[src/rtl/fpi_pkg.sv]
// Shared constants and helpers for the five-point interpolator.
// No dependencies; imported by every module of the block.
package fpi_pkg;

    // Accumulator limb fed to one multiplier in a Horner step.
    localparam int LIMB_W = 32;

    // Quotient bits resolved per divide-by-3 stage.
    localparam int DIV_DIGITS = 8;

    function automatic int imax(input int a, input int b);
        return (a > b) ? a : b;
    endfunction

endpackage

[src/rtl/fpi_horner_step.sv]
// One Horner step: acc*factor + (term << SH), limb partial products then sum.
// Depends on fpi_pkg (LIMB_W). Factor rides in the low FW bits of the sideband.
module fpi_horner_step #(
    parameter int AW = 36,
    parameter int TW = 36,
    parameter int SH = 16,
    parameter int OW = 55,
    parameter int XW = 18,
    parameter int FW = 18
) (
    input  logic                 i_clk,
    input  logic                 i_rst_n,
    input  logic                 i_valid,
    output logic                 o_stall,
    output logic                 o_valid,
    input  logic                 i_stall,
    input  logic signed [AW-1:0] i_acc,
    input  logic signed [TW-1:0] i_term,
    input  logic        [XW-1:0] i_side,
    output logic signed [OW-1:0] o_acc,
    output logic        [XW-1:0] o_side
);
    import fpi_pkg::*;

    localparam int NL = (AW + LIMB_W - 1) / LIMB_W;
    localparam int EW = NL * LIMB_W;
    localparam int PW = LIMB_W + 1 + FW;

    logic [1:0] r_v;
    logic [1:0] stall;

    logic signed [EW-1:0] acc_ext;
    logic signed [PW-1:0] n_pp [NL];
    logic signed [PW-1:0] r_pp [NL];
    logic signed [TW-1:0] r_term;
    logic        [XW-1:0] r_side_a;
    logic signed [OW-1:0] n_acc;
    logic signed [OW-1:0] r_acc;
    logic        [XW-1:0] r_side_b;

    assign stall[1] = r_v[1] && i_stall;
    assign stall[0] = r_v[0] && stall[1];
    assign o_stall  = stall[0];
    assign o_valid  = r_v[1];

    always_ff @(posedge i_clk) begin
        if (!i_rst_n) begin
            r_v <= '0;
        end else begin
            if (!stall[0]) r_v[0] <= i_valid;
            if (!stall[1]) r_v[1] <= r_v[0];
        end
    end

    // lower limbs unsigned, top limb carries the sign
    assign acc_ext = EW'(i_acc);

    always_comb begin
        logic [LIMB_W-1:0] limb;
        logic              ext;
        for (int i = 0; i < NL; i++) begin
            limb    = acc_ext[i*LIMB_W +: LIMB_W];
            ext     = (i == NL - 1) ? limb[LIMB_W-1] : 1'b0;
            n_pp[i] = $signed({ext, limb}) * $signed(i_side[FW-1:0]);
        end
    end

    always_comb begin
        n_acc = OW'(r_term) <<< SH;
        for (int i = 0; i < NL; i++) begin
            n_acc = n_acc + (OW'(r_pp[i]) <<< (i * LIMB_W));
        end
    end

    always_ff @(posedge i_clk) begin
        if (!stall[0]) begin
            for (int i = 0; i < NL; i++) begin
                r_pp[i] <= n_pp[i];
            end
            r_term   <= i_term;
            r_side_a <= i_side;
        end
        if (!stall[1]) begin
            r_acc    <= n_acc;
            r_side_b <= r_side_a;
        end
    end

    assign o_acc  = r_acc;
    assign o_side = r_side_b;

endmodule

[config.mk]
export PLATFORM = sky130hd
export DESIGN_NAME = fpi_horner_step
export DESIGN_NICKNAME = d
export VERILOG_FILES = /design/src/rtl/fpi_pkg.sv /design/src/rtl/fpi_horner_step.sv
export SDC_FILE = /design/constraint.sdc
export NUM_CORES = 2
export LEC_CHECK = 0
export BUFFER_PORTS_ARGS = -buffer_cell sky130_fd_sc_hd__buf_2
export CAP_MARGIN = 0
export CORE_MARGIN = 1
export CORE_UTILIZATION = 58
export DETAILED_ROUTE_END_ITERATION = 8
export PLACE_DENSITY = 0.79
export SETUP_SLACK_MARGIN = 0.05
export SLEW_MARGIN = 0
export SYNTH_ARGS = -nofsm -noshare
export SYNTH_HDL_FRONTEND = slang
export SYNTH_SLANG_ARGS = --single-unit
[constraint.sdc]
create_clock -name i_clk -period 5.9 [get_ports i_clk]
set_input_delay 0.295 -clock i_clk [delete_from_list [all_inputs] [get_ports i_clk]]
set_output_delay 0.295 -clock i_clk [all_outputs]
set_load 0.02 [all_outputs]
# Yosys cells after proc, flatten, opt, wreduce, memory -nomap -nowiden
# Memory sizes are Yosys's and may differ from the RTL's.
# Cells that the tools add are included.
[totals] ff_bits=129 ramBits=102 output_inout_bits=75 word_cells=14 mem_count=1
[mem_list] memory="r_pp" depth=2 word_bits=51 rd=2 rd_ports_with_merged_regs=0 write_ports=2 line="fpi_horner_step.sv:34" text="logic signed [PW-1:0] r_pp [NL];"
[classes] n_addsub=2 n_mul=2 mux=1 reduce_logical=2
[op_table] cell="53-bit by 55-bit adder with 55-bit output" count=1
[op_table] cell="52-bit by 51-bit adder with 53-bit output" count=1
[op_table] cell="33-bit by 18-bit multiplier with 51-bit output" count=1
[op_table] cell="4-bit by 18-bit multiplier with 22-bit output" count=1
[op_table] cell="1-bit logical AND" count=2
[op_table] cell="1-bit 2-to-1 mux" count=1

# Logic depth before layout (Yosys ltp)
[logic_depth] word_depth=3 mapped_depth=26

# Worst setup path before layout
# Ideal clock, no wire load.
[synth_path] kind="in2reg" startpoint="input i_side[9]" endpoint="memory r_pp[0][48] (netlist bit), data pin" t_arrival_ns=5.888 path_slack_ns=-0.250 stages=25 path_buffers=3 path_cell_list="clkbuf_1 > clkbuf_1 > nand2_1 > fa_1 > inv_1 > fa_1 > inv_1 > fa_1 > inv_1 > fa_1 > fa_1 > inv_1 > fa_1 > inv_1 > ha_1 > clkbuf_1 > a21oi_1 > o21ai_0 > a31oi_1 > nor3_1 > o22ai_2 > o211a_1 > nor4_1 > a211oi_1 > xnor2_1"
[synth_lines] item="from (decl)" line="fpi_horner_step.sv:19" text="input logic [XW-1:0] i_side,"
[synth_lines] item="to (decl)" line="fpi_horner_step.sv:34"

==> results.json <==
{
  "status": "finished clean",
  "synth_compound_area_frac": 0.0635,
  "synth_area_sq_um": 29900,
  "synthCells": 3031,
  "grt_pass1_vias": 25000,
  "syn_to_final_growth_pct": 15.3,
  "grtUsageTotal": 0.302,
  "drive_above_1_share": 0.149,
  "worst_pin_slew_ns": 0.983,
  "synth_top_family_by_area": "adder cells",
  "yosys.area_share.simple": 0.142,
  "vias_per_cell": 5.58,
  "rows": 82,
  "max_clock_freq_mhz": 177,
  "worstSkewPairLatency_ns": 0.54,
  "synthArstFlopShare": 0,
  "antenna_found_initial": 0,
  "synthAdderAreaFrac": 0.467,
  "cp.arrival_ns": 5.93,
  "ant_nets": 0,
  "vias": 22800,
  "path_buf_inv": 7,
  "synth.avg_cell_area_sq_um": 9.88,
  "hp-class": "input pin to flop",
  "critPathMaxFanout": 11,
  "fillerInstances": 3665,
  "coreArea_sq_um": 50600,
  "start_util": 0.592,
  "final_common_cell": "inv_1",
  "path_class": "input pin to flop",
  "nets": 4280,
  "synth_seq_area_share": 0.202,
  "dp_hpwl_microns": 64300,
  "cp.required_ns": 6.17,
  "final_max_slew_viol_count": 0,
  "setup_viol": 0,
  "slowest_stage": "fa_1",
  "die_x_microns": 229,
  "cts_root_buf": "clkbuf_16",
  "synth_xor_area_frac": 0.0284,
  "max_stage_delay_ns": 0.56,
  "yosysUniqueCellTypes": 57,
  "clk_transition_reported_paths_ns": 0.07,
  "fp.dieH_microns": 229,
  "seq_area_sq_um": 6050,
  "cap_violations": 0,
  "port_buffers": 168,
  "crit_path_end_kind": "flop",
  "htreeDepth": 1,
  "first_pass_iters": 5,
  "synth_edf_count": 200,
  "cp_cell_sequence": "buf_2 -> buf_4 -> and2_1 -> fa_1 -> fa_1 -> ha_1 -> inv_1 -> fa_1 -> inv_1 -> fa_1 -> inv_1 -> fa_1 -> inv_1 -> ha_1 -> buf_4 -> nand4_1 -> nor2_1 -> a211oi_1 -> o21ai_1 -> o22ai_2 -> o211a_1 -> nor2_1 -> a31oi_1 -> xnor2_1",
  "tns_ns": 0,
  "clock-sinks": 202,
  "most-common-layout-cells": "626 x inv_1, 540 x fa_1, 403 x nand2_1",
  "wl_per_cell_microns": 18.8,
  "finalHoldViolCount": 0,
  "clock_path_buffers": 3,
  "grt_pass1_wl_microns": 126000,
  "worstSetupStartpointType": "input pin",
  "whs_ns": 0.114,
  "detail_route.iter0.violations": 1570,
  "finalCritPeriodShare": 0.959,
  "synth.net_count": 3919,
  "ys_warn_count": 0,
  "drc": 0,
  "synth_mux_area_frac": 0.000669,
  "gp_congestion": 0.944,
  "slew_headroom": 0.345,
  "synth_flop_cell": "edfxtp_1",
  "boundaryPins": 169,
  "gr-total-overflow": 0,
  "numCtsBuffers": 20,
  "ys_ff_latch": 202,
  "dieArea_sq_um": 52500,
  "cts_tree": "built",
  "skew_ns": 0.0301,
  "crit_family": "adder cells",
  "crit_top_cell": "fa_1",
  "rsz0062_at_grt": "yes",
  "grt_max_degree": 74,
  "period_needed_ns": 5.66,
  "multiInputGateArea_sq_um": 21100,
  "routed_wl_microns": 76900
}
[what timing repair did]
item / 4_1_cts / 5_1_grt
setup buffers: 0 / 0
hold buffers: 39 / 0
endpoints found under the setup margin: 5 / 25
pin swaps: 0 / 5
gates resized for setup: 3 / 45
endpoints found under the hold margin: 38 / 0
[registers in the layout, indices dropped and copies added, names as in the netlist]
register	count
o_acc	55
o_side	18
r_pp	73
r_side_a	18
r_term	36
r_v	2
[Yosys cell counts, types with 2 or more instances]
| cell | n | area (sq um) |
|---|---|---|
| a41oi_1 | 4 | 35.0 |
| nand4_1 | 14 | 87.6 |
| inv_1 | 626 | 2350 |
| a21oi_1 | 87 | 435 |
| ha_1 | 254 | 3180 |
| edfxtp_1 | 200 | 6010 |
| o21a_1 | 6 | 45.0 |
| o21ai_2 | 2 | 17.5 |
| o21ai_1 | 8 | 40.0 |
| or4b_1 | 2 | 20.0 |
| nand2_1 | 404 | 1520 |
| o31ai_1 | 8 | 60.1 |
| clkbuf_1 | 138 | 518 |
| xor2_1 | 30 | 263 |
| o21ai_0 | 50 | 250 |
| a2111oi_0 | 2 | 17.5 |
| or2_2 | 4 | 25.0 |
| o211ai_1 | 7 | 52.6 |
| and2_1 | 259 | 1620 |
| and4_1 | 2 | 17.5 |
| a31oi_1 | 21 | 131 |
| a221oi_1 | 2 | 17.5 |
| a21oi_2 | 2 | 17.5 |
| a31o_2 | 3 | 26.3 |
| nor2_1 | 72 | 270 |
| fa_1 | 540 | 10800 |
| or3_1 | 7 | 43.8 |
| o311ai_1 | 2 | 17.5 |
| dfxtp_1 | 2 | 40.0 |
| mux2i_1 | 2 | 20.0 |
| o211a_1 | 3 | 30.0 |
| a211oi_1 | 13 | 97.6 |
| xnor2_1 | 67 | 587 |
| a21o_1 | 50 | 375 |
| nor3_1 | 20 | 100 |
| o21bai_1 | 14 | 105 |
| nor2b_1 | 10 | 62.6 |
| o31ai_2 | 2 | 25.0 |
| and3_1 | 13 | 81.3 |
| nand3_1 | 24 | 120 |
| nand4b_1 | 2 | 17.5 |
| nor4_1 | 2 | 12.5 |
| nand2b_1 | 37 | 231 |
[final cells by class]
| type | count | share of cell area |
|---|---|---|
| Clock buffer | 22 | 0.0147 |
| Timing Repair Buffer | 478 | 0.101 |
| Antenna cell | 1 | 0.0000725 |
| Multi-Input combinational cell | 2064 | 0.613 |
| Inverter | 626 | 0.0681 |
| Tap cell | 672 | 0.0244 |
| Clock inverter | 14 | 0.00428 |
| Sequential cell | 202 | 0.175 |
[worst paths after layout]
kind | from | endpoint | slack (ns) | depth (start not counted)
worst min-delay path | i_stall | r_v[1] | 0.11 | 3
worst max-delay path | i_acc[12] | r_pp[0][44] | 0.24 | 24
worst min register to register | r_side_a[10] | o_side[10] | 0.41 | 0
worst max register to register | r_term[1] | o_acc[49] | 2.20 | 12
[per-stage QoR]
stage	util	instance area, sq um	instances	worst slack (ns)
2_1_floorplan	-	30100	3031	0.00876
3_3_place_gp	0.659	33300	4003	-0.468
3_5_place_dp	0.659	33300	4003	-0.569
4_1_cts	0.679	34400	4078	0.0635
5_1_grt	0.682	34500	4078	0.0394
6_report	0.683	34500	4079	0.240
[tightest hold or removal path: stages]
cell and delay (ns):
buf_2 0.14, a21oi_1 0.08, nor2b_1 0.10
[logic make-up (layout without fill, tap and decap cells)]
| kind of cell | Yosys count | in the layout |
|---|---|---|
| compound gates | 296 | 296 |
| xor+xnor | 97 | 97 |
| flops | 202 | 202 |
| mux | 2 | 2 |
| simple gates | 875 | 875 |
| fa+ha+maj | 794 | 794 |
| buf+inv | 765 | 1140 |
| other cells | 0 | 1 |
[routing by layer]
layer,up-vias,GRT usage,share of wire
met5,-,0,0
met2,998,0.551,0.52
li1,10100,-,-
met4,0,0.129,0.044
met3,244,0.0324,0.065
met1,11500,0.361,0.37
Power is not shown: default switching activity piles up to over one toggle a cycle in this logic, so the estimate is an artifact.
