### src/rtl/fpi_pkg.sv
// Shared constants and helpers for the five-point interpolator.
// No dependencies; imported by every module of the block.
package fpi_pkg;

    // Accumulator limb fed to one multiplier in a Horner step.
    localparam int LIMB_W = 32;

    // Quotient bits resolved per divide-by-3 stage.
    localparam int DIV_DIGITS = 8;

    function automatic int imax(input int a, input int b);
        return (a > b) ? a : b;
    endfunction

endpackage

### src/rtl/fpi_diff.sv
// Difference table and polynomial coefficients, four register stages.
// Depends on fpi_pkg.
module fpi_diff #(
    parameter int SW = 32,
    parameter int FW = 18
) (
    input  logic                 i_clk,
    input  logic                 i_rst_n,
    input  logic                 i_valid,
    output logic                 o_stall,
    output logic                 o_valid,
    input  logic                 i_stall,
    input  logic signed [FW-1:0] i_factor,
    input  logic signed [SW-1:0] i_y1,
    input  logic signed [SW-1:0] i_y2,
    input  logic signed [SW-1:0] i_y3,
    input  logic signed [SW-1:0] i_y4,
    input  logic signed [SW-1:0] i_y5,
    output logic signed [SW+5:0] o_c1,
    output logic signed [SW+6:0] o_c2,
    output logic signed [SW+3:0] o_c3,
    output logic signed [SW+3:0] o_c4,
    output logic signed [SW+4:0] o_y24,
    output logic signed [FW-1:0] o_factor
);
    import fpi_pkg::*;

    localparam int W1 = SW + 1;
    localparam int W2 = SW + 2;
    localparam int W3 = SW + 3;
    localparam int NSTG = 4;

    logic [NSTG-1:0] r_v;
    logic [NSTG-1:0] stall;

    // stage 1: first differences
    logic signed [W1-1:0] r1_a, r1_b, r1_c, r1_d;
    logic signed [SW-1:0] r1_y3;
    logic signed [FW-1:0] r1_n;
    // stage 2: second differences, B+C
    logic signed [W2-1:0] r2_e, r2_f, r2_g, r2_bc;
    logic signed [SW-1:0] r2_y3;
    logic signed [FW-1:0] r2_n;
    // stage 3: third differences
    logic signed [W3-1:0] r3_h, r3_j;
    logic signed [W2-1:0] r3_f, r3_bc;
    logic signed [SW-1:0] r3_y3;
    logic signed [FW-1:0] r3_n;
    // stage 4: coefficients
    logic signed [SW+5:0] r4_c1, n_c1;
    logic signed [SW+6:0] r4_c2, n_c2;
    logic signed [SW+3:0] r4_c3, n_c3;
    logic signed [SW+3:0] r4_c4, n_c4;
    logic signed [SW+4:0] r4_y24, n_y24;
    logic signed [FW-1:0] r4_n;

    always_comb begin
        stall[NSTG-1] = r_v[NSTG-1] && i_stall;
        for (int k = NSTG - 2; k >= 0; k--) begin
            stall[k] = r_v[k] && stall[k+1];
        end
    end

    assign o_stall = stall[0];
    assign o_valid = r_v[NSTG-1];

    always_ff @(posedge i_clk) begin
        if (!i_rst_n) begin
            r_v <= '0;
        end else begin
            if (!stall[0]) begin
                r_v[0] <= i_valid;
            end
            for (int k = 1; k < NSTG; k++) begin
                if (!stall[k]) begin
                    r_v[k] <= r_v[k-1];
                end
            end
        end
    end

    // 12x = 8x + 4x; all sums wrap harmlessly since the finals fit
    always_comb begin
        n_c1  = (($bits(n_c1))'(r3_bc) <<< 3) + (($bits(n_c1))'(r3_bc) <<< 2)
              - (($bits(n_c1))'(r3_h) <<< 1) - (($bits(n_c1))'(r3_j) <<< 1);
        n_c2  = (($bits(n_c2))'(r3_f) <<< 3) + (($bits(n_c2))'(r3_f) <<< 2)
              - ($bits(n_c2))'(r3_j) + ($bits(n_c2))'(r3_h);
        n_c3  = (($bits(n_c3))'(r3_h) <<< 1) + (($bits(n_c3))'(r3_j) <<< 1);
        n_c4  = ($bits(n_c4))'(r3_j) - ($bits(n_c4))'(r3_h);
        n_y24 = (($bits(n_y24))'(r3_y3) <<< 4) + (($bits(n_y24))'(r3_y3) <<< 3);
    end

    always_ff @(posedge i_clk) begin
        if (!stall[0]) begin
            r1_a  <= W1'(i_y2) - W1'(i_y1);
            r1_b  <= W1'(i_y3) - W1'(i_y2);
            r1_c  <= W1'(i_y4) - W1'(i_y3);
            r1_d  <= W1'(i_y5) - W1'(i_y4);
            r1_y3 <= i_y3;
            r1_n  <= i_factor;
        end
        if (!stall[1]) begin
            r2_e  <= W2'(r1_b) - W2'(r1_a);
            r2_f  <= W2'(r1_c) - W2'(r1_b);
            r2_g  <= W2'(r1_d) - W2'(r1_c);
            r2_bc <= W2'(r1_b) + W2'(r1_c);
            r2_y3 <= r1_y3;
            r2_n  <= r1_n;
        end
        if (!stall[2]) begin
            r3_h  <= W3'(r2_f) - W3'(r2_e);
            r3_j  <= W3'(r2_g) - W3'(r2_f);
            r3_f  <= r2_f;
            r3_bc <= r2_bc;
            r3_y3 <= r2_y3;
            r3_n  <= r2_n;
        end
        if (!stall[3]) begin
            r4_c1  <= n_c1;
            r4_c2  <= n_c2;
            r4_c3  <= n_c3;
            r4_c4  <= n_c4;
            r4_y24 <= n_y24;
            r4_n   <= r3_n;
        end
    end

    assign o_c1     = r4_c1;
    assign o_c2     = r4_c2;
    assign o_c3     = r4_c3;
    assign o_c4     = r4_c4;
    assign o_y24    = r4_y24;
    assign o_factor = r4_n;

endmodule

### config.mk
export PLATFORM = sky130hd
export DESIGN_NAME = fpi_diff
export DESIGN_NICKNAME = d
export VERILOG_FILES = /design/src/rtl/fpi_pkg.sv /design/src/rtl/fpi_diff.sv
export SDC_FILE = /design/constraint.sdc
export NUM_CORES = 2
export LEC_CHECK = 0
export BUFFER_PORTS_ARGS = -buffer_cell sky130_fd_sc_hd__buf_4
export CAP_MARGIN = 5
export CORE_ASPECT_RATIO = 1.25
export CORE_MARGIN = 10
export CORE_UTILIZATION = 45
export CTS_CLUSTER_DIAMETER = 60
export DETAILED_ROUTE_END_ITERATION = 12
export GPL_ROUTABILITY_DRIVEN = 0
export PLACE_DENSITY = 0.71
export SLEW_MARGIN = 20
export SYNTH_ARGS = -nofsm -noshare
export SYNTH_HDL_FRONTEND = slang
export SYNTH_SLANG_ARGS = --single-unit
### constraint.sdc
create_clock -name i_clk -period 18.2 [get_ports i_clk]
set_input_delay 3.64 -clock i_clk [delete_from_list [all_inputs] [get_ports i_clk]]
set_output_delay 3.64 -clock i_clk [all_outputs]
set_load 0.05 [all_outputs]
Word-level counts from Yosys, hierarchy flattened
Index checks and enable logic that the tools add are counted.
{"block": "totals", "reg_bits": 764, "word_cells": 51}
{"block": "op_classes", "n_addsub": 19, "n_reduce_logical": 4}
{"cell": "subtractor 32 x 32 -> 33 bit", "count": 4}
{"cell": "subtractor 33 x 33 -> 34 bit", "count": 3}
{"cell": "adder 37 x 36 -> 38 bit", "count": 2}
{"cell": "subtractor 38 x 36 -> 38 bit", "count": 2}
{"cell": "subtractor 34 x 34 -> 35 bit", "count": 2}
{"cell": "adder 39 x 35 -> 39 bit", "count": 1}
{"cell": "subtractor 38 x 35 -> 39 bit", "count": 1}
{"cell": "adder 36 x 35 -> 37 bit", "count": 1}
{"cell": "adder 36 bit", "count": 1}
{"cell": "subtractor 35 x 35 -> 36 bit", "count": 1}
{"cell": "adder 33 x 33 -> 34 bit", "count": 1}
{"cell": "logical AND 1 bit", "count": 4}

Depth between registers and ports, before layout
{"block": "depth", "depth_word": 4, "ltp_mapped": 16, "depth_no_buf": 16}

Worst setup path after synthesis
No wires, ideal clock.
{"block": "synth_timing", "kind": "input port to output port", "startpoint": "in i_stall", "endpoint": "out o_stall", "arrival_ps": 10268, "required_ps": 14560, "slack_ps": 4292, "cell_stages": 3, "path_buffers": 0, "cell_sequence": "and3_1 > nand3_1 > inv_1"}
{"block": "synth_between", "elab_chain_len": 4}
{"element": "from (decl)", "line": "fpi_diff.sv:12", "text": "input logic i_stall,"}
{"element": "logical AND 1 bit", "line": "fpi_diff.sv:58", "text": "stall[NSTG-1] = r_v[NSTG-1] && i_stall;"}
{"element": "logical AND 1 bit (3 in a row)", "line": "fpi_diff.sv:60", "text": "stall[k] = r_v[k] && stall[k+1];"}
{"element": "to (decl)", "line": "fpi_diff.sv:10", "text": "output logic o_stall,"}
No other way between the ends.

Worst setup path in the final report
Ends and elaborated chain as after synthesis.

==> qor.yml <==
critical_path:
  crit_path_end_kind: "output pin"
  arrival_ns: 5.23
  path_class: "primary input to output pin"
  critPathMaxFanout: 44
  crit_required_ns: 14.56
  start_kind: "primary input"
die:
  die_x_um: 328
  core_area_mm2: 0.118
  die-area_mm2: 0.133
  initial_utilization: 0.452
  die_h_um: 405
  pin_count: 388
  rows: 141
sta:
  hold_violations: 0
  setup_viol: 0
  maxSlewViolCount: 0
  skew_ns: 0.0386
  layout_worst_path_cycle_share: 0.487
  post-route-min-period_ns: 8.87
  setup_tns_ns: 0
  fmax_mhz: 113
  rsz0062_at_grt: "false"
  slew_headroom: 0.324
  worstMarginPinSlew_ns: 1.01
clock_tree:
  cts_root_buffer: "clkbuf_16"
  cts_sinks: 754
  clk_pin_slew_ns: 0.07
  cts_made_buffers: 81
  clk_latency_ns: 0.69
  cts_tree: "built"
  htreeDepth: 3
  cts_resized: 0
  cts.hold.buffers_added: 0
  clk_path_buf_depth: 3
  postCtsSetupBuffers: 0
yosys:
  synth_edf_count: 750
  synth_seq_cells: 754
  synthArstFlopShare: 0
  synth_cells: 5132
  ys.warnings.count: 0
  ys_types: 96
  yosysSeqAreaShare: 0.423
  synth.cell_area_mm2: 0.0534
  synth_flop_cell: "edfxtp_1"
  syn-mean-instance-area_um2: 10.4
layout:
  final_common_cell: "inv_1"
  final_cell_mix: "inv_1 (801), edfxtp_1 (750), ha_1 (542)"
  area_delta_synth_final_pct: 13.8
  nets: 6381
  fillers: 10430
  drive_gt1_frac: 0.105
global_route:
  grt_start_max_net_pins: 82
  grt_pass1_vias: 39061
  grt_pass1_wl_um: 210000
  antenna_found_initial: 18
  globalRouteTotalUtil: 0.201
  overflow: 0
place:
  io_buffers: 382
  hpwl_um: 113000
route:
  num_vias: 38981
  antenna_left: 0
  wl_per_cell_um: 19.3
  drc_errors: 0
  via_per_inst: 5.45
  wl_um: 138000
  drt-initial-drc-count: 2868
  dr.pass1.iters: 6
outcome:
  status: "finished, final reports clean"
flow_run:
  drv_cap: 0
min_path:
  hold_class: "flip-flop to flip-flop"
-- registers in the layout (all words and copies together), names as in the netlist, 34 cells and up --
signal and count:
r2_e 34, o_c3 34, r2_g 34, r3_j 35
o_c1 37, r2_f 34, o_c4 35, r3_h 35
o_y24 34, o_c2 38, r3_f 34
-- per-layer routing --
metal | vias to the layer above | global-route usage | part of all wire
li1 | 18843 | - | -
met1 | 18458 | 0.232 | 0.40
met2 | 1274 | 0.351 | 0.49
met3 | 374 | 0.0353 | 0.058
met4 | 32 | 0.106 | 0.054
met5 | - | 0 | 0.0014
-- synth_stat cells (37+ instances only) --
cell      count  area, µm²
inv_1       802       3010
edfxtp_1    750      22500
ha_1        542       6780
a21oi_1     451       2260
xnor2_1     316       2770
nor2_1      245        920
o21ai_0     224       1120
nand2_1     219        822
a21o_1      206       1550
fa_1        152       3040
xor2_1      110        963
nand3_1      90        450
o21bai_1     87        653
clkbuf_1     84        315
nor3_1       83        415
nor2b_1      79        494
nand2b_1     57        357
o21a_1       55        413
nand4_1      46        288
a31oi_1      42        263
and3_1       41        257
a211oi_1     37        278
o211ai_1     37        278
-- through the flow --
stage	setup slack [ns]	hold WS (ns)	util	std cells	cell area, µm²
floorplan	4.29	0.400	-	5136	53400
global placement	9.30	0.400	0.491	6995	57900
detailed placement	9.25	0.405	0.491	6995	57900
CTS	9.24	0.411	0.514	7145	60700
global route	9.11	0.420	0.514	7147	60700
finish	9.33	0.409	0.514	7147	60700
-- final timing paths --
| kind | startpoint | to | slack, ns | cells after the start |
|---|---|---|---|---|
| worst max-delay path | i_stall | o_stall | 9.33 | 5 |
| worst min-delay path | r1_y3[30]$_DFFE_PN_ | r2_y3[30]$_DFFE_PN_ | 0.41 | 0 |
| worst max register to register | r3_j[16]$_DFFE_PN_ | o_c2[37]$_DFFE_PN_ | 13.04 | 14 |
| worst min register to register | r1_y3[30]$_DFFE_PN_ | r2_y3[30]$_DFFE_PN_ | 0.41 | 0 |
-- critical path, stage by stage --
cell     delay, ns
buf_4         0.10
and3_1        0.39
nand3_4       0.58
inv_1         0.27
buf_4         0.24
-- logic make-up (layout without fill, tap and decap cells) --
family / count (synthesis) / count (layout) / synth area share
AO/OA/AOI/OAI: 1355 / 1355 / 0.165
adder cells (fa/ha/maj): 694 / 694 / 0.184
multiplexers: 7 / 7 / 0.00131
XOR/XNOR: 426 / 426 / 0.0699
flip-flops: 754 / 754 / 0.423
AND/OR/NAND/NOR: 985 / 985 / 0.0915
buffers and inverters: 910 / 1346 / 0.0648
other: 1 / 7 / 0.0000703
-- final cells by class --
class / count / area, µm² / area share
multi-input cells: 3472 / 27400 / 0.451
flip-flops and latches: 754 / 22600 / 0.372
repair buffers: 392 / 2940 / 0.0485
diodes: 2 / 5.00 / 0.0000824
clock buffers: 91 / 2090 / 0.0343
clock inverters: 59 / 741 / 0.0122
well taps: 1573 / 1970 / 0.0324
inverters: 804 / 3020 / 0.0498
Power is not shown: default switching activity piles up to over one toggle a cycle in this logic, so the estimate is an artifact.
