<file path="config.mk">
export PLATFORM = sky130hd
export DESIGN_NAME = fpi_post
export DESIGN_NICKNAME = d
export VERILOG_FILES = /design/src/rtl/fpi_pkg.sv /design/src/rtl/fpi_post.sv
export SDC_FILE = /design/constraint.sdc
export NUM_CORES = 1
export LEC_CHECK = 0
export ABC_CLOCK_PERIOD_IN_PS = 6900
export BUFFER_PORTS_ARGS = -buffer_cell sky130_fd_sc_hd__buf_2
export CELL_PAD_IN_SITES_DETAIL_PLACEMENT = 1
export CELL_PAD_IN_SITES_GLOBAL_PLACEMENT = 2
export CORE_AREA = 2 2 177 179
export DETAILED_ROUTE_END_ITERATION = 8
export DIE_AREA = 0 0 179 181
export PLACE_DENSITY = 0.85
export SYNTH_ARGS = -nofsm -noshare
export SYNTH_HDL_FRONTEND = slang
export SYNTH_SLANG_ARGS = --single-unit
</file>
<file path="constraint.sdc">
create_clock -name i_clk -period 6.9 [get_ports i_clk]
set_input_delay 1.035 -clock i_clk [delete_from_list [all_inputs] [get_ports i_clk]]
set_output_delay 1.035 -clock i_clk [all_outputs]
set_load 0.02 [all_outputs]
</file>
<file path="src/rtl/fpi_pkg.sv">
// Shared constants and helpers for the five-point interpolator.
// No dependencies; imported by every module of the block.
package fpi_pkg;

    // Accumulator limb fed to one multiplier in a Horner step.
    localparam int LIMB_W = 32;

    // Quotient bits resolved per divide-by-3 stage.
    localparam int DIV_DIGITS = 8;

    function automatic int imax(input int a, input int b);
        return (a > b) ? a : b;
    endfunction

endpackage

</file>
<file path="src/rtl/fpi_post.sv">
// Final scaling: floor(S / 2^(4F)) then floor(/24) with saturation.
// Range check stage, digit-serial divide-by-3 stages, output register. Uses fpi_pkg.
module fpi_post #(
    parameter int WS = 112,
    parameter int SW = 32,
    parameter int F  = 16
) (
    input  logic                 i_clk,
    input  logic                 i_rst_n,
    input  logic                 i_valid,
    output logic                 o_stall,
    output logic                 o_valid,
    input  logic                 i_stall,
    input  logic signed [WS-1:0] i_sum,
    output logic signed [SW-1:0] o_interpolated,
    output logic                 o_overflow
);
    import fpi_pkg::*;

    localparam int TW = WS - 4 * F;
    localparam int QW = SW + 2;
    localparam int NS = (QW + DIV_DIGITS - 1) / DIV_DIGITS;
    localparam int PS = NS + 2;

    // result fits iff -24*2^(SW-1) <= T < 24*2^(SW-1)
    localparam logic signed [TW-1:0] LIM_HI =
        {{(TW - SW - 4){1'b0}}, 5'd24, {(SW - 1){1'b0}}};
    localparam logic signed [TW-1:0] LIM_LO = -LIM_HI;
    // bias so floor(T/8) becomes non-negative before the divide by 3
    localparam logic [QW-1:0] OFFSET = {1'b0, 2'b11, {(SW - 1){1'b0}}};
    localparam logic [SW-1:0] MAXV = {1'b0, {(SW - 1){1'b1}}};
    localparam logic [SW-1:0] MINV = {1'b1, {(SW - 1){1'b0}}};

    logic [PS-1:0] r_v;
    logic [PS-1:0] stall;

    logic signed [TW-1:0] t_val;
    logic [QW-1:0] n_num [NS+1];
    logic [1:0]    n_rem [NS+1];
    logic [QW-1:0] r_num [NS+1];
    logic [1:0]    r_rem [NS+1];
    logic          r_pos [NS+1];
    logic          r_neg [NS+1];
    logic [SW-1:0] n_res;
    logic          n_ovf;
    logic [SW-1:0] r_res;
    logic          r_ovf;

    always_comb begin
        stall[PS-1] = r_v[PS-1] && i_stall;
        for (int k = PS - 2; k >= 0; k--) begin
            stall[k] = r_v[k] && stall[k+1];
        end
    end

    assign o_stall = stall[0];
    assign o_valid = r_v[PS-1];

    always_ff @(posedge i_clk) begin
        if (!i_rst_n) begin
            r_v <= '0;
        end else begin
            if (!stall[0]) begin
                r_v[0] <= i_valid;
            end
            for (int k = 1; k < PS; k++) begin
                if (!stall[k]) begin
                    r_v[k] <= r_v[k-1];
                end
            end
        end
    end

    assign t_val = i_sum[WS-1:4*F];

    // restoring division by 3, MSB first, quotient bits replace dividend bits
    always_comb begin
        logic [QW-1:0] num;
        logic [1:0]    rem;
        logic [2:0]    tr;
        int            pos;
        n_num[0] = t_val[QW+2:3] + OFFSET;
        n_rem[0] = '0;
        for (int k = 1; k <= NS; k++) begin
            num = r_num[k-1];
            rem = r_rem[k-1];
            for (int j = 0; j < DIV_DIGITS; j++) begin
                pos = (k - 1) * DIV_DIGITS + j;
                if (pos < QW) begin
                    tr = {rem, num[QW-1-pos]};
                    if (tr >= 3'd3) begin
                        num[QW-1-pos] = 1'b1;
                        rem           = 2'(tr - 3'd3);
                    end else begin
                        num[QW-1-pos] = 1'b0;
                        rem           = tr[1:0];
                    end
                end
            end
            n_num[k] = num;
            n_rem[k] = rem;
        end
    end

    // quotient carries a +2^(SW-1) bias: flip the top bit to remove it
    always_comb begin
        n_res = {~r_num[NS][SW-1], r_num[NS][SW-2:0]};
        n_ovf = 1'b0;
        if (r_pos[NS]) begin
            n_res = MAXV;
            n_ovf = 1'b1;
        end else if (r_neg[NS]) begin
            n_res = MINV;
            n_ovf = 1'b1;
        end
    end

    always_ff @(posedge i_clk) begin
        if (!stall[0]) begin
            r_num[0] <= n_num[0];
            r_rem[0] <= n_rem[0];
            r_pos[0] <= (t_val >= LIM_HI);
            r_neg[0] <= (t_val < LIM_LO);
        end
        for (int k = 1; k <= NS; k++) begin
            if (!stall[k]) begin
                r_num[k] <= n_num[k];
                r_rem[k] <= n_rem[k];
                r_pos[k] <= r_pos[k-1];
                r_neg[k] <= r_neg[k-1];
            end
        end
        if (!stall[PS-1]) begin
            r_res <= n_res;
            r_ovf <= n_ovf;
        end
    end

    assign o_interpolated = r_res;
    assign o_overflow     = r_ovf;

`ifndef SYNTH
    a_sat_exclusive: assert property (@(posedge i_clk) disable iff (!i_rst_n)
        r_v[0] |-> !(r_pos[0] && r_neg[0]))
        else $error("both saturation directions flagged");

    a_quot_range: assert property (@(posedge i_clk) disable iff (!i_rst_n)
        (r_v[NS] && !r_pos[NS] && !r_neg[NS]) |-> (r_num[NS][QW-1:QW-2] == 2'b00))
        else $error("in-range quotient exceeds result width");

    a_ovf_value: assert property (@(posedge i_clk) disable iff (!i_rst_n)
        (o_valid && o_overflow) |-> (o_interpolated == MAXV || o_interpolated == MINV))
        else $error("overflow without saturated value");

    a_stall_origin: assert property (@(posedge i_clk) disable iff (!i_rst_n)
        o_stall |-> (o_valid && i_stall))
        else $error("upstream stall without a held result");
`endif

endmodule

</file>
# --- Word level (Yosys, flattened, before mapping) ---
# Memory sizes are Yosys's and may differ from the RTL's.
# Cells that the tools add are included.
word_totals:
  reg_bits: 40
  mem_bits_rw: 228
  inputBits: 116
  out_inout_bits: 35
  word_cells: 168
  memories: 4
mem_list:
  columns: ["memory", "words", "word_bits", "rd", "rd_clocked_by_memory_dff", "write_ports", "line_no", "source"]
  rows:
  - ["r_num", 6, 34, 6, 0, 6, "fpi_post.sv:40", "logic [QW-1:0] r_num [NS+1];"]
  - ["r_rem", 6, 2, 5, 0, 6, "fpi_post.sv:41", "logic [1:0] r_rem [NS+1];"]
  - ["r_neg", 6, 1, 6, 0, 6, "fpi_post.sv:43", "logic r_neg [NS+1];"]
  - ["r_pos", 6, 1, 6, 0, 6, "fpi_post.sv:42", "logic r_pos [NS+1];"]
op_classes:
  add_sub_neg: 35
  order_cmp: 36
  n_mux: 76
  n_bitwise: 1
  n_reduce_logical: 7
ops:
  columns: ["op", "count"]
  rows:
  - [">= comparator 3 x 2 -> 1 bit (second input constant)", 34]
  - ["2-to-1 mux 2 bit", 34]
  - ["subtractor 2 bit (second input constant)", 34]
  - [">= comparator 48 x 37 -> 1 bit (second input constant)", 1]
  - ["< comparator 48 x 37 -> 1 bit (second input constant)", 1]
  - ["2-to-1 mux 1 bit", 41]
  - ["adder 34 x 33 -> 34 bit (second input constant)", 1]
  - ["2-to-1 mux 32 bit", 1]
  - ["logical AND 1 bit", 7]
  - ["NOT 1 bit", 1]

# --- Depth between registers and ports, before layout ---
# An unclocked memory read counts as a cell.
depth:
  ltp_word: 17
  ltp_mapped: 41
  mapped_depth_nobuf: 40

# --- Worst setup path after synthesis ---
# OpenSTA, ideal clock, no wires.
synth_timing:
  path_type: "register to register"
  start: "mem r_num[2][17] (netlist name)"
  end: "mem r_num[3][10] (netlist name), data pin"
  setup_ns: 0.265
  arrival_time_ns: 7.276
  required_ns: 6.635
  slack_ns: -0.641
  path_stages_with_launch: 41
  n_path_buf: 1
  synth_period_minus_slack_ns: 7.541
  path_cell_list: "edfxtp_1 > ha_1 > or3_1 > o21a_1 > ha_1 > buf_1 > or3b_2 > a22oi_1 > nor2_1 > inv_1 > ha_1 > nor2_1 > a22o_1 > a31oi_1 > inv_1 > ha_1 > a21o_1 > a21oi_1 > [5 not listed] > ha_1 > nor4b_1 > a22oi_1 > a221o_1 > nand2_1 > o211a_1 > nand2_1 > o21ai_0 > ha_1 > inv_1 > nand2_1 > nor3_1 > a21oi_1 > o22ai_1 > a31o_2 > ha_1 > a21oi_1 > o21ai_0"
synth_rtl:
  columns: ["element", "line_no"]
  rows:
  - ["start: declaration", "fpi_post.sv:40"]

==> impl_metrics.ini <==
[cts]
cts-root-buf = clkbuf_16
clk_path_buf_depth = 3
cts.clk_slew.worst_paths_ns = 0.06
clk_latency_ns = 0.54
cts.htree.levels = 1
cts_tree = yes
numCtsBuffers = 28
cts.sinks = 254

[synthesis]
synth-main-ff-cell = edfxtp_1
synth_fp_nets = 896
synth_top_area_frac = 0.683
yosysTopAreaCell = edfxtp_1
ys.warnings.count = 0
ys_ff_latch = 254
synth-edff-count = 247
syn_inst = 747
synthArstFlopShare = 0
synthTopCellsByCount = edfxtp_1, a21o_1, nor2_1
ys_seq_area_frac = 0.696
synth_most_common_cell = edfxtp_1
syn_area_um2 = 10900
synth_cell_type_count = 81
synth_top_cells_by_area = edfxtp_1, ha_1, a21o_1
syn_area_per_cell_um2 = 14.5

[power]
p_leak_uw = 0.00529
vdd_drop_max_uv = 218
power_density_nw_per_um2 = 451

[placement]
routabilityCongestion = 0.776
hpwl_um = 14400
dp_slack_ns = -0.125
port_buffers = 83

[layout]
seq_area_um2 = 7560
drive_gt1_frac = 0.334
antenna_cells = 0
final_nets = 1073
fin_util = 0.454
multi_input_area_um2 = 3580
area_growth_syn_to_layout_pct = 27.0
fill_cells = 3065

[sta]
finClkSkew_ns = 0.0172
worst_pin_slew_ns = 1.25
slew_viol_final = 0
period_needed_ns = 6.96
finalHoldViolCount = 0
fin_crit_sh = 1.01
relSlewSlack = 0.167
final-setup-viol-count = 3
worst_slack_ns = -0.0590
finalSetupTns_ns = -0.135
max_freq_mhz = 144
rsz0062_at_grt = yes

[run_status]
status = finished, violations left
violations = negative setup slack

[setup_path]
ff2ff_path_depth = 40
cp-end-kind = flop
slowest_stage = edfxtp_1
start_kind = flop
critical_path_class = flop to flop
max_stage_delay_ns = 0.46
cp.required_ns = 7.17
critical_path_arrival_ns = 7.23
crit_fanout = 7

[job]
drv_cap = 0

[grt]
grt.total_usage = 0.125
grt_pass1_vias = 6680
grt_max_degree = 38
grt_overflow = 0
antenna_found_initial = 0
grt_pass1_wl_um = 33200

[hold_path]
hold_class = flop to flop
hold_path_depth = 0

[floorplanning]
die_w_um = 179
io_pins = 151
die_y_um = 181
core-area_um2 = 30300
initial_core_util = 0.358
floorplan.die_area_um2 = 32400
num_rows = 64

[routing]
wl_per_cell_um = 15.7
num_vias = 6698
ant_nets = 0
first_iter_violations = 220
viasPerCell = 5.00
drc = 0
first_pass_iters = 4
drt-total-wl_um = 21000
-- where the power goes --
group | total, uW | switching [uW] | internal [uW]
Combinational | 2360 | 1150 | 1210
Sequential | 2320 | 154 | 2160
Clock | 1540 | 600 | 936
Total | 6210 | 1900 | 4310
-- metrics by stage --
stage	hold WS (ns)	power, uW	instances	instance area [um^2]
after global placement	0.401	4160	1254	12200
final	0.411	6210	1340	13800
after global routing	0.417	6580	1340	13800
after CTS	0.416	5860	1308	13200
after floorplan	0.400	3620	747	11000
after detailed placement	0.406	4260	1254	12200
-- placed cells by master (no fill, tap or decap), types with 7 or more instances in the layout --
cell type | Yosys | layout
a21o_1 | 45 | 45
a21oi_1 | 38 | 30
buf_2 | 1 | 83
buf_4 | 1 | 84
clkbuf_16 | 0 | 28
dfxtp_1 | 7 | 7
edfxtp_1 | 247 | 247
ha_1 | 33 | 11
ha_2 | 0 | 12
ha_4 | 0 | 10
inv_1 | 33 | 30
mux2i_1 | 13 | 11
nand2_1 | 34 | 33
nand2b_1 | 16 | 13
nor2_1 | 41 | 36
nor2b_1 | 11 | 11
nor3_1 | 27 | 23
nor4_1 | 9 | 8
o21a_1 | 9 | 9
o21ai_0 | 23 | 12
o21ai_1 | 1 | 9
or3_1 | 10 | 8
-- metal layers --
metal  vias up  routed length, um  GRT usage
met3        30                993     0.0248
met1      3259               9280      0.162
met5         -                  0          0
met2       129              10500      0.215
li1       3280                  -          -
met4         0                307     0.0309
-- timing repair --
| item | in CTS | in global routing |
|---|---|---|
| gates resized for setup | 8 | 63 |
| pin swaps | 2 | 37 |
| endpoints found under the hold margin | 0 | 0 |
| buffers inserted | 4 | 32 |
| hold buffers | 0 | 0 |
| setup endpoints to repair | 9 | 9 |
-- worst paths after layout --
check,startpoint,end,slack [ns]
setup reg to reg,r_num[2][17],r_rem[3][0],-0.06
setup / recovery,r_num[2][17],r_rem[3][0],-0.06
hold reg to reg,r_num[2][4],r_num[3][4],0.41
hold / removal,r_num[2][4],r_num[3][4],0.41
-- registers in the layout, indices dropped and copies added, names as in the netlist --
signal,cells
r_rem,8
o_overflow,1
r_pos,6
r_neg,6
o_interpolated,32
r_v,7
r_num,194
-- critical path: cells and delay by family, from the launching register on --
family          cells  cell delay, ns
fa+ha+maj           8            1.58
mux                 1            0.08
buf+inv             3            0.24
flops               1            0.46
compound gates     17            2.78
simple gates       11            1.52
-- final cells by class --
cell class,count,share of cell area
clock buffer,31,0.0516
clock inverter,19,0.0185
inverter,33,0.00899
multi-input combinational,439,0.260
sequential,254,0.548
tap,396,0.0359
timing repair buffer,168,0.0767
-- kinds of logic after synthesis --
group	after synthesis	synth area share
compound gates	202	0.137
xor+xnor	3	0.00242
fa+ha+maj	33	0.0380
buf+inv	54	0.0204
flops	254	0.696
mux	16	0.0153
simple gates	185	0.0903
Note: power is estimated with default switching activity, not from simulation.
